**config.mk**
```make
export PLATFORM = sky130hd
export DESIGN_NAME = ccsb_addr_gen
export DESIGN_NICKNAME = d
export VERILOG_FILES = /design/src/rtl/core/char_cell_sprite_blitter_defines.svh /design/src/rtl/core/ccsb_pkg.sv /design/src/rtl/core/ccsb_addr_gen.sv
export SDC_FILE = /design/constraint.sdc
export NUM_CORES = 1
export LEC_CHECK = 0
export BUFFER_PORTS_ARGS = -buffer_cell sky130_fd_sc_hd__buf_2
export CORE_ASPECT_RATIO = 0.75
export CORE_UTILIZATION = 51
export DETAILED_ROUTE_END_ITERATION = 8
export PLACE_DENSITY = 0.85
export SLEW_MARGIN = 20
export SYNTH_ARGS = -nofsm -noshare
export SYNTH_HDL_FRONTEND = slang
export SYNTH_SLANG_ARGS = --single-unit
```
**constraint.sdc**
```tcl
create_clock -name vclk -period 8.2
set_clock_uncertainty 0.05 [all_clocks]
set_input_delay 0.41 -clock vclk [all_inputs]
set_output_delay 0.41 -clock vclk [all_outputs]
set_load 0.02 [all_outputs]
```
**src/rtl/core/char_cell_sprite_blitter_defines.svh**
```systemverilog
// Assertion macros shared by the sprite blitter RTL.
// Define ASSERT_OFF to compile the checks out; no other dependencies.
`ifndef CHAR_CELL_SPRITE_BLITTER_DEFINES_SVH
`define CHAR_CELL_SPRITE_BLITTER_DEFINES_SVH

`ifndef ASSERT_OFF

// Same-cycle implication, disabled while reset is low.
`define ASSERT_IMPLIES(label, clk, rst_n, ante, cons) \
  label: assert property (@(posedge clk) disable iff (!rst_n) (ante) |-> (cons)) \
    else $error("blitter assertion failed");

// Next-cycle implication, disabled while reset is low.
`define ASSERT_NEXT(label, clk, rst_n, ante, cons) \
  label: assert property (@(posedge clk) disable iff (!rst_n) (ante) |=> (cons)) \
    else $error("blitter assertion failed");

`else

`define ASSERT_IMPLIES(label, clk, rst_n, ante, cons)
`define ASSERT_NEXT(label, clk, rst_n, ante, cons)

`endif

`endif

```
**src/rtl/core/ccsb_pkg.sv**
```systemverilog
// Types and fixed constants of the character-cell sprite blitter.
// No dependencies; used by ccsb_addr_gen and the top level.
`default_nettype none

package ccsb_pkg;

  // transaction kinds
  localparam logic KIND_TEXEL = 1'b0;
  localparam logic KIND_READ  = 1'b1;

  // configuration register indexes
  localparam int CFG_IDX_W  = 3;
  localparam int CFG_DATA_W = 16;
  localparam logic [CFG_IDX_W-1:0] REG_SPRITE_LEFT   = 3'd0;
  localparam logic [CFG_IDX_W-1:0] REG_SPRITE_BOTTOM = 3'd1;
  localparam logic [CFG_IDX_W-1:0] REG_SPRITE_WIDTH  = 3'd2;
  localparam logic [CFG_IDX_W-1:0] REG_SPRITE_HEIGHT = 3'd3;
  localparam logic [CFG_IDX_W-1:0] REG_RENDER_MODE   = 3'd4;
  localparam logic [CFG_IDX_W-1:0] REG_OVERWRITE_BG  = 3'd5;
  localparam logic [CFG_IDX_W-1:0] REG_SCREEN_WIDTH  = 3'd6;
  localparam logic [CFG_IDX_W-1:0] REG_SCREEN_HEIGHT = 3'd7;

  // render modes
  localparam logic [1:0] MODE_OPAQUE     = 2'd0;
  localparam logic [1:0] MODE_SKIP_PCT   = 2'd1;
  localparam logic [1:0] MODE_SKIP_SPACE = 2'd2;

  // color keys
  localparam logic [15:0] KEY_PERCENT = 16'h0025;
  localparam logic [15:0] KEY_SPACE   = 16'h0020;

  // cell word: char [15:0], fg [19:16], bg [23:20]
  localparam int CELL_W = 24;

  // window cell address before the store bound: below 255 * 127
  localparam int TEXEL_ADDR_W = 15;

  // result queue
  localparam int OUT_DEPTH = 4;
  localparam int OUT_PTR_W = 2;
  localparam int OUT_CNT_W = 3;

  typedef struct packed {
    logic signed [15:0] sprite_left;
    logic signed [15:0] sprite_bottom;
    logic [8:0]         sprite_width;
    logic [8:0]         sprite_height;
    logic [1:0]         render_mode;
    logic               overwrite_bg;
    logic [7:0]         screen_width;
    logic [6:0]         screen_height;
  } cfg_t;

  typedef struct packed {
    logic                    hit;
    logic [TEXEL_ADDR_W-1:0] addr;
  } draw_t;

  typedef struct packed {
    logic [15:0] cell_char;
    logic [7:0]  cell_attr;
  } out_item_t;

endpackage

`default_nettype wire

```
**src/rtl/core/ccsb_addr_gen.sv**
```systemverilog
// Texel placement: window position, clipping, color key and cell address.
// Depends on ccsb_pkg.
`default_nettype none

module ccsb_addr_gen #(
  parameter int MAX_COLS        = 128,
  parameter int MAX_ROWS        = 64,
  parameter int MAX_SPRITE_SIDE = 256,
  localparam int CNT_W  = (MAX_SPRITE_SIDE > 1) ? $clog2(MAX_SPRITE_SIDE) : 1
) (
  input  wire ccsb_pkg::cfg_t   cfg,
  input  wire logic [CNT_W-1:0] col,
  input  wire logic [CNT_W-1:0] row,
  input  wire logic [15:0]      texel_char,
  output ccsb_pkg::draw_t       draw
);

  localparam int SIDE_W = $clog2(MAX_SPRITE_SIDE + 1);
  localparam int PW     = ((SIDE_W > 16) ? SIDE_W : 16) + 3;

  logic [SIDE_W-1:0]     clamp_h;
  logic [7:0]            w_eff;
  logic [6:0]            h_eff;
  logic signed [PW-1:0]  x_pos;
  logic signed [PW-1:0]  y_pos;
  logic signed [PW-1:0]  w_s;
  logic signed [PW-1:0]  h_s;
  logic                  in_x;
  logic                  in_y;
  logic                  key_ok;
  logic [7:0]            dx;
  logic [6:0]            dy;
  logic [ccsb_pkg::TEXEL_ADDR_W-1:0] row_base;

  always_comb begin
    if (cfg.sprite_height == 9'd0) begin
      clamp_h = SIDE_W'(1);
    end else if (32'(cfg.sprite_height) > 32'(MAX_SPRITE_SIDE)) begin
      clamp_h = SIDE_W'(MAX_SPRITE_SIDE);
    end else begin
      clamp_h = SIDE_W'(cfg.sprite_height);
    end

    w_eff = (32'(cfg.screen_width) > 32'(MAX_COLS)) ? 8'(MAX_COLS) : cfg.screen_width;
    h_eff = (32'(cfg.screen_height) > 32'(MAX_ROWS)) ? 7'(MAX_ROWS) : cfg.screen_height;
    w_s   = PW'($signed({1'b0, w_eff}));
    h_s   = PW'($signed({1'b0, h_eff}));

    x_pos = PW'(cfg.sprite_left) + PW'($signed({1'b0, col}));
    // top texture row lands on the highest window row of the sprite
    y_pos = PW'(cfg.sprite_bottom) + PW'($signed({1'b0, clamp_h})) - PW'(1)
            - PW'($signed({1'b0, row}));

    in_x = (x_pos >= PW'(1)) && (x_pos <= w_s);
    in_y = (y_pos >= PW'(1)) && (y_pos <= h_s);

    case (cfg.render_mode)
      ccsb_pkg::MODE_OPAQUE:     key_ok = 1'b1;
      ccsb_pkg::MODE_SKIP_PCT:   key_ok = (texel_char != ccsb_pkg::KEY_PERCENT);
      ccsb_pkg::MODE_SKIP_SPACE: key_ok = (texel_char != ccsb_pkg::KEY_SPACE);
      default:                   key_ok = 1'b0;
    endcase

    // row 0 of the store is the top window row
    dx       = 8'(x_pos - PW'(1));
    dy       = 7'(h_s - y_pos);
    row_base = ccsb_pkg::TEXEL_ADDR_W'(dy) * ccsb_pkg::TEXEL_ADDR_W'(w_eff);

    draw.hit  = key_ok && in_x && in_y;
    draw.addr = ccsb_pkg::TEXEL_ADDR_W'(dx) + row_base;
  end

endmodule

`default_nettype wire

```
==> results of run 1 <==
## metrics by stage
stage / setup slack, ns / hold WS (ns) / utilization [%]
finish: 0.321 / 1.31 / 63.0
detailed placement: -0.187 / 1.30 / 61.7
global route: -0.0341 / 1.33 / 63.0
floorplan: 0.195 / 0.974 / -
CTS: 0.0152 / 1.30 / 62.4
global placement: 0.0922 / 1.29 / 61.7
## layout by cell type (no fill, tap or decap), types with 20 or more instances in the layout
master and n:
fa_1 47, nand2_1 46, ha_1 81, nor2_1 67
buf_4 20, xnor2_1 26, a21oi_1 20, inv_1 114
buf_2 105
## synthesized netlist by cell type, drive strengths merged (4+ instances only)
cell and n:
a21o 8, o21a 8, nand4 8, or2 6
nor4 8, fa 48, a21oi 24, xnor2 28
nand3 16, ha 83, inv 114, xor2 9
nand2b 11, or4 4, buf 4, a2111oi 4
o21bai 4, o21ai 21, nor2 67, a211oi 4
o22ai 5, nand2 46, nor2b 13, nor3 9
## area by class of cell
cell class	instances	share of cell area (%)
inverter	115	8.07
tap	108	2.53
multi-input combinational	470	76.8
timing repair buffer	125	12.6
## metal layers
layer | up-vias | GRT usage, % | wire length, µm | part of all wire, %
li1 | 2201 | - | - | -
met4 | 0 | 2.63 | 139 | 1.2
met1 | 2107 | 34.0 | 5030 | 45
met3 | 20 | 2.28 | 676 | 6.0
met5 | - | 0 | 0 | 0
met2 | 166 | 43.9 | 5430 | 48
## what timing repair did
| action | CTS | global route |
|---|---|---|
| endpoints found under the hold margin | 0 | 0 |
| cloned | 0 | 0 |
| buffers inserted | 4 | 0 |
| gates resized for setup | 8 | 9 |
| endpoints found under the setup margin | 1 | 6 |
| pin swaps | 12 | 11 |
## kinds of logic after synthesis
family / synth area share (%)
xor+xnor: 7.39
mux: 1.17
fa+ha+maj: 44.5
compound gates: 15.1
simple gates: 21.6
buf+inv: 10.3
## path summary, 6_finish.rpt
kind	start	to	cells after the start
worst max-delay path	cfg[20]	draw[14]	31
worst min-delay path	cfg[67]	draw[15]	5
## critical path, delay by kind of cell
kind,cells,cell delay [ns]
compound gates,6,1.06
fa+ha+maj,9,3.60
xor+xnor,3,0.57
simple gates,4,1.00
buf+inv,9,0.78
## report_power, final
part	total, µW	switching (µW)	internal, µW
logic	2260	1280	974
registers	0	0	0
clock network	0	0	0
==> results.yml, run 1 <==
run_status:
  status: "complete, no violations"
layout:
  nFlopsAndLatches: 0
  areaGrowthSynthToFinish_pct: 19.2
  nets: 943
  drive_above_1_share_pct: 21.8
  fill_cells: 738
  fin_area_mm2: 0.00535
  seq_area_um2: 0
  clkbuf_count: 0
  n_antenna_cell: 0
  stdcell_count: 818
  multiInputGateArea_mm2: 0.00411
timing:
  slew-limit-headroom_pct: 64.7
  period_share_pct: 96.1
  setup_viol: 0
  period_needed_ns: 7.88
  finalHoldViolCount: 0
  drv_slew: 0
  max_freq_mhz: 127
  fin_setup_tns_ns: 0
  worst_slew_pin_slew_ns: 0.516
synthesis:
  syn-num-nets: 822
  netlist.area_leader.share_pct: 23.1
  synth_top_area_cell: "ha_1"
  postSynthCellCount: 591
  syn_avg_cell_area_um2: 7.60
  synth_area_mm2: 0.00449
  ys_seq_area_share_pct: 0
  synth-warning-count: 0
  ys_top_cells_by_area: "ha_1 (23%), fa_1 (21%), inv_1 (9.5%)"
  synth.distinct_cells: 64
worst_setup_path:
  crit_type: "input port to output port"
  crit_top_cell: "inv_1"
  max_stage_delay_ns: 0.54
  path_max_fanout: 4
  crit_arrival_ns: 7.42
  required_ns: 7.74
  cp_slowest_cell: "or4_4"
  worstSetupStartpointType: "input port"
  end_kind: "output port"
placed_design:
  dp_hpwl_mm: 9.66
  placed_cells: 814
  placed_area_mm2: 0.00524
  routabilityCongestion: 0.878
  portBuffers: 106
route:
  ant_nets: 0
  wl_mm: 11.3
  remaining_drc_errors: 0
  wl_per_cell_um: 13.8
  via_per_inst: 5.49
  dr_total_vias: 4494
  first_pass_iters: 5
  drt_iter0_drc: 307
global_routing:
  grt_max_degree: 13
  antenna_found_initial: 0
  grtUsageTotal_pct: 25.0
  grt_pass1_wl_mm: 19.2
  grt-ovfl-total: 0
  first_global_vias: 4514
die:
  dieArea_mm2: 0.00919
  rows: 29
  die_w_um: 110
  fp.dieH_um: 83.3
  ioPinCount: 116
  start_util_pct: 52.9
  fp.coreArea_mm2: 0.00849
clock_network:
  cts_hold_buf: 0
pwr:
  p_per_area_mw_per_mm2: 422
  p_total_uw: 2260
  ir_worst_vdd_mv: 0.605
  p_leak_uw: 0.00287
run:
  drv_cap: 0
min_path:
  min_path_type: "input port to output port"
Power figures use the tool's default switching activity.
==> inputs of run 2 (changes only) <==
--- a/config.mk
+++ b/config.mk
@@ -5,11 +5,12 @@
 export SDC_FILE = /design/constraint.sdc
 export NUM_CORES = 1
 export LEC_CHECK = 0
+export ABC_AREA = 1
 export BUFFER_PORTS_ARGS = -buffer_cell sky130_fd_sc_hd__buf_2
 export CORE_ASPECT_RATIO = 0.75
 export CORE_UTILIZATION = 51
 export DETAILED_ROUTE_END_ITERATION = 8
-export PLACE_DENSITY = 0.85
+export PLACE_DENSITY = 0.84
 export SLEW_MARGIN = 20
 export SYNTH_ARGS = -nofsm -noshare
 export SYNTH_HDL_FRONTEND = slang
==> run 2 against run 1 <==
First-iteration DRC count increased by 23%. Utilization decreased by 2.3 points. Global-route usage decreased by 2.8 points. Non-clock buffer count decreased by 17. Power decreased by 7.7%. Clock-buffer cell count unchanged. Routed wire length increased by 0.74%. Maximum frequency increased by 0.22%. Combinational power decreased by 8%. Final area increased by 9.1%. Sequential cell count unchanged. Synthesized cell count increased by 35%.
==> results.yml, run 2 <==
worst_setup_path:
  worstSetupStartpointType: "input port"
  timing.critical_path.buf_inv: 7
  crit_type: "input port to output port"
  path_max_fanout: 5
  end_kind: "output port"
  cp_slowest_cell: "fa_2"
  required_ns: 7.74
  max_stage_delay_ns: 0.55
  path_delay_family: "adder cells"
  crit_arrival_ns: 7.40
  crit_top_cell: "fa_1"
route:
  wl_per_cell_um: 10.9
  dr_total_vias: 5001
  via_per_inst: 4.82
  ant_nets: 0
  remaining_drc_errors: 0
  first_pass_iters: 5
  drt_iter0_drc: 379
  wl_mm: 11.4
clock_network:
  cts_hold_buf: 0
layout:
  areaGrowthSynthToFinish_pct: 15.9
  most-common-layout-cells: "inv_1 (202), nand2_1 (176), buf_2 (105)"
  utilization_pct: 60.7
  fill_cells: 915
  drive_above_1_share_pct: 18.1
  seq_area_um2: 0
  nets: 1138
  stdcell_count: 1037
  n_antenna_cell: 0
  clkbuf_count: 0
  layout_commonest_cell: "inv_1"
  nFlopsAndLatches: 0
synthesis:
  postSynthCellCount: 798
  yosysMostFrequentCell: "inv_1"
  synth.distinct_cells: 34
  ys_top_cells_by_area: "ha_1 (21%), fa_1 (19%), inv_1 (15%)"
  netlist.area_leader.share_pct: 20.6
  ys_seq_area_share_pct: 0
  synth_area_mm2: 0.00504
  synth-warning-count: 0
  syn_avg_cell_area_um2: 6.31
  synth_common_cells: "inv_1 (203), nand2_1 (176), nor2_1 (89)"
  synth_top_area_cell: "ha_1"
  syn-num-nets: 1029
die:
  fp.coreArea_mm2: 0.00962
  die_w_um: 117
  start_util_pct: 52.4
  fp.dieH_um: 88.1
  rows: 31
  ioPinCount: 116
  dieArea_mm2: 0.0103
global_routing:
  grt-ovfl-total: 0
  grt_max_degree: 12
  antenna_found_initial: 0
  first_global_vias: 4436
  grt_pass1_wl_mm: 18.8
  grtUsageTotal_pct: 22.2
timing:
  setup_viol: 0
  worst_slew_pin_slew_ns: 0.397
  period_needed_ns: 7.86
  period_share_pct: 95.9
  worst_hold_slack_ns: 1.29
  finalHoldViolCount: 0
  setup_slack_ns: 0.338
  max_freq_mhz: 127
  drv_slew: 0
  fin_setup_tns_ns: 0
  slew-limit-headroom_pct: 73.4
pwr:
  p_per_area_mw_per_mm2: 357
  intPower_uw: 807
  sequentialPowerShare_pct: 0
  p_clk_share_pct: 0
  p_sw_uw: 1280
  p_comb_share_pct: 100.0
  swShare_pct: 61.3
  p_leak_uw: 0.00351
  ir_worst_vdd_mv: 0.407
min_path:
  min_path_type: "input port to output port"
placed_design:
  placed_cells: 1035
  dp_hpwl_mm: 10.2
  routabilityCongestion: 0.907
  portBuffers: 106
  pre_cts_slack_ns: 0.0850
run:
  drv_cap: 0
run_status:
  status: "complete, no violations"
==> run 2: changes by cell type after synthesis, sizes merged, moves of 5 or more <==
cell,change
nor2,+29
nand2b,-11
inv,+90
xnor2,-18
xor2,+13
o22ai,-5
nand3,+34
nand3b,+5
nand2,+153
o21a,-6
a21o,-8
nor2b,-13
o21ai,-9
==> run 2: repair_timing <==
item / CTS / global route
buffers inserted: 0 / 2
gates resized for setup: 0 / 17
setup endpoints to repair: 0 / 4
==> run 2: stage by stage <==
step                      total power (µW)  cell area (µm²)
final                                 2080             5840
after global routing                  2340             5840
after floorplan                       1500             5040
after global placement                1920             5730
after CTS                             1980             5730
after detailed placement              1970             5730
==> run 2: tightest hold or removal path, cell delays in order <==
cell and delay, ns:
buf_2 0.08, o21ai_1 0.05, nand3_1 0.08, nor2_1 0.05
nand3_1 0.07, nor2_1 0.05, buf_2 0.15
==> run 2: cells by family (layout without fill, tap and decap cells) <==
logic type,after synthesis,count (layout),synth area share [%]
AND/OR/NAND/NOR,381,381,33.5
adder cells (fa/ha/maj),131,131,39.7
AO/OA/AOI/OAI,47,47,5.19
buffers and inverters,207,314,15.4
XOR/XNOR,32,32,6.16
==> run 2: worst paths after layout <==
kind,start,end,slack [ns],cells past startpoint
hold / removal,cfg[66],draw[15],1.29,7
setup / recovery,cfg[25],draw[14],0.34,35
==> run 2: power by group through the flow <==
| stage | logic, µW | clock network, µW | registers [µW] |
|---|---|---|---|
| 2_1_floorplan | 1500 | 0 | 0 |
| 3_3_place_gp | 1920 | 0 | 0 |
| 3_5_place_dp | 1970 | 0 | 0 |
| 4_1_cts | 1980 | 0 | 0 |
| 5_1_grt | 2340 | 0 | 0 |
| 6_report | 2080 | 0 | 0 |
==> run 2: per-layer routing <==
layer	track usage [%]	up-vias	routed length [µm]
met4	1.50	0	82
met5	0	-	0
met3	0.415	10	518
li1	-	2638	-
met2	39.0	164	5220
met1	31.8	2189	5540
==> run 2: final cells by class <==
cell class	count	area [µm²]	share of cell area, %
multi-input combinational	591	4350	74.5
tap	132	165	2.83
inverter	206	773	13.2
timing repair buffer	108	548	9.39
==> inputs of run 3 (changes only) <==
--- a/config.mk
+++ b/config.mk
@@ -7,10 +7,12 @@
 export LEC_CHECK = 0
 export ABC_AREA = 1
 export BUFFER_PORTS_ARGS = -buffer_cell sky130_fd_sc_hd__buf_2
+export CELL_PAD_IN_SITES_DETAIL_PLACEMENT = 0
+export CELL_PAD_IN_SITES_GLOBAL_PLACEMENT = 2
 export CORE_ASPECT_RATIO = 0.75
-export CORE_UTILIZATION = 51
+export CORE_UTILIZATION = 27
 export DETAILED_ROUTE_END_ITERATION = 8
-export PLACE_DENSITY = 0.84
+export PLACE_DENSITY = 0.85
 export SLEW_MARGIN = 20
 export SYNTH_ARGS = -nofsm -noshare
 export SYNTH_HDL_FRONTEND = slang
==> run 3 against run 2 <==
Maximum frequency rose by 1.0%. Hold slack got worse by 0.017 ns. Final cell count rose by 11%. Sequential share of layout area did not move. Routed wire length rose by 13%. Non-clock buffer count rose by 1. Utilization fell by 27 points. Via count fell by 2.1%. Critical endpoint unchanged. Largest cell class unchanged.
==> results.yml, run 3 (synthesis gave the netlist of run 2 again) <==
run_status:
  status: "complete, no violations"
die:
  ioPinCount: 116
  fp.coreArea_mm2: 0.0180
  dieArea_mm2: 0.0192
  start_util_pct: 28.0
  fp.dieH_um: 120
  rows: 42
  die_w_um: 160
worst_setup_path:
  path_delay_family: "adder cells"
  crit_type: "input port to output port"
  end_kind: "output port"
  path_max_fanout: 5
  required_ns: 7.74
  max_stage_delay_ns: 0.59
  cp_slowest_cell: "fa_2"
  crit_arrival_ns: 7.32
  timing.critical_path.buf_inv: 7
  worstSetupStartpointType: "input port"
pwr:
  p_clk_share_pct: 0
  p_per_area_mw_per_mm2: 349
  p_comb_share_pct: 100.0
  p_sw_uw: 1280
  p_total_uw: 2100
  intPower_uw: 818
  ir_worst_vdd_mv: 0.293
  sequentialPowerShare_pct: 0
  swShare_pct: 61.1
  p_leak_uw: 0.00352
route:
  drt_iter0_drc: 199
  wl_mm: 12.8
  wl_per_cell_um: 11.2
  first_pass_iters: 5
  via_per_inst: 4.26
  remaining_drc_errors: 0
  dr_total_vias: 4894
  ant_nets: 0
min_path:
  min_path_type: "input port to output port"
layout:
  nFlopsAndLatches: 0
  seq_area_um2: 0
  nets: 1139
  most-common-layout-cells: "inv_1 (202), nand2_1 (176), buf_2 (105)"
  drive_above_1_share_pct: 18.9
  utilization_pct: 33.5
  fill_cells: 2098
  clkbuf_count: 0
  n_antenna_cell: 0
  layout_commonest_cell: "inv_1"
  areaGrowthSynthToFinish_pct: 19.4
placed_design:
  dp_hpwl_mm: 11.9
  routabilityCongestion: 0.829
  portBuffers: 106
  pre_cts_slack_ns: 0.0848
global_routing:
  grt-ovfl-total: 0
  first_global_vias: 4651
  antenna_found_initial: 0
  grt_max_degree: 12
  grt_pass1_wl_mm: 21.7
  grtUsageTotal_pct: 13.4
timing:
  max_freq_mhz: 128
  period_needed_ns: 7.78
  fin_setup_tns_ns: 0
  worst_slew_pin_slew_ns: 0.427
  setup_viol: 0
  finalHoldViolCount: 0
  rsz0062_at_grt: "false"
  period_share_pct: 94.9
  drv_slew: 0
  setup_slack_ns: 0.416
  slew-limit-headroom_pct: 71.5
clock_network:
  cts_hold_buf: 0
run:
  drv_cap: 0
## run 3: cell count changes in the layout (fill, tap and decap cells not counted), sizes merged
cell  delta
buf      +1
## run 3: worst paths after layout
check	from	to	slack [ns]	depth (start not counted)
hold / removal	cfg[66]	draw[15]	1.28	7
setup / recovery	cfg[25]	draw[14]	0.42	36
## run 3: cell type report
type	count	area, µm²	area share [%]
multi-input cells	591	4390	72.9
well taps	242	303	5.03
repair buffers	109	556	9.23
inverters	206	773	12.9
## run 3: through the flow
stage	hold WS [ns]	instances	area, µm²
2_1_floorplan	1.06	798	5040
3_3_place_gp	1.29	1147	5880
3_5_place_dp	1.29	1147	5880
4_1_cts	1.30	1147	5880
5_1_grt	1.32	1148	6020
6_report	1.28	1148	6020
## run 3: power by group through the flow
stage          sequential [µW]  combinational (µW)  clock, µW
2_1_floorplan                0                1500          0
3_3_place_gp                 0                2010          0
3_5_place_dp                 0                2020          0
4_1_cts                      0                2030          0
5_1_grt                      0                2390          0
6_report                     0                2100          0
## run 3: per-layer routing
layer	wire length, µm	GRT usage (%)	up-vias
met4	0	0	0
met3	571	0.789	0
met5	0	0	-
met2	5220	20.8	109
met1	7050	21.2	2145
li1	-	-	2640
## run 3: repair_timing
| item | CTS | global route |
|---|---|---|
| endpoints found under the hold margin | 0 | 0 |
| buffers inserted | 0 | 1 |
| endpoints found under the setup margin | 0 | 4 |
| resized for setup | 0 | 23 |
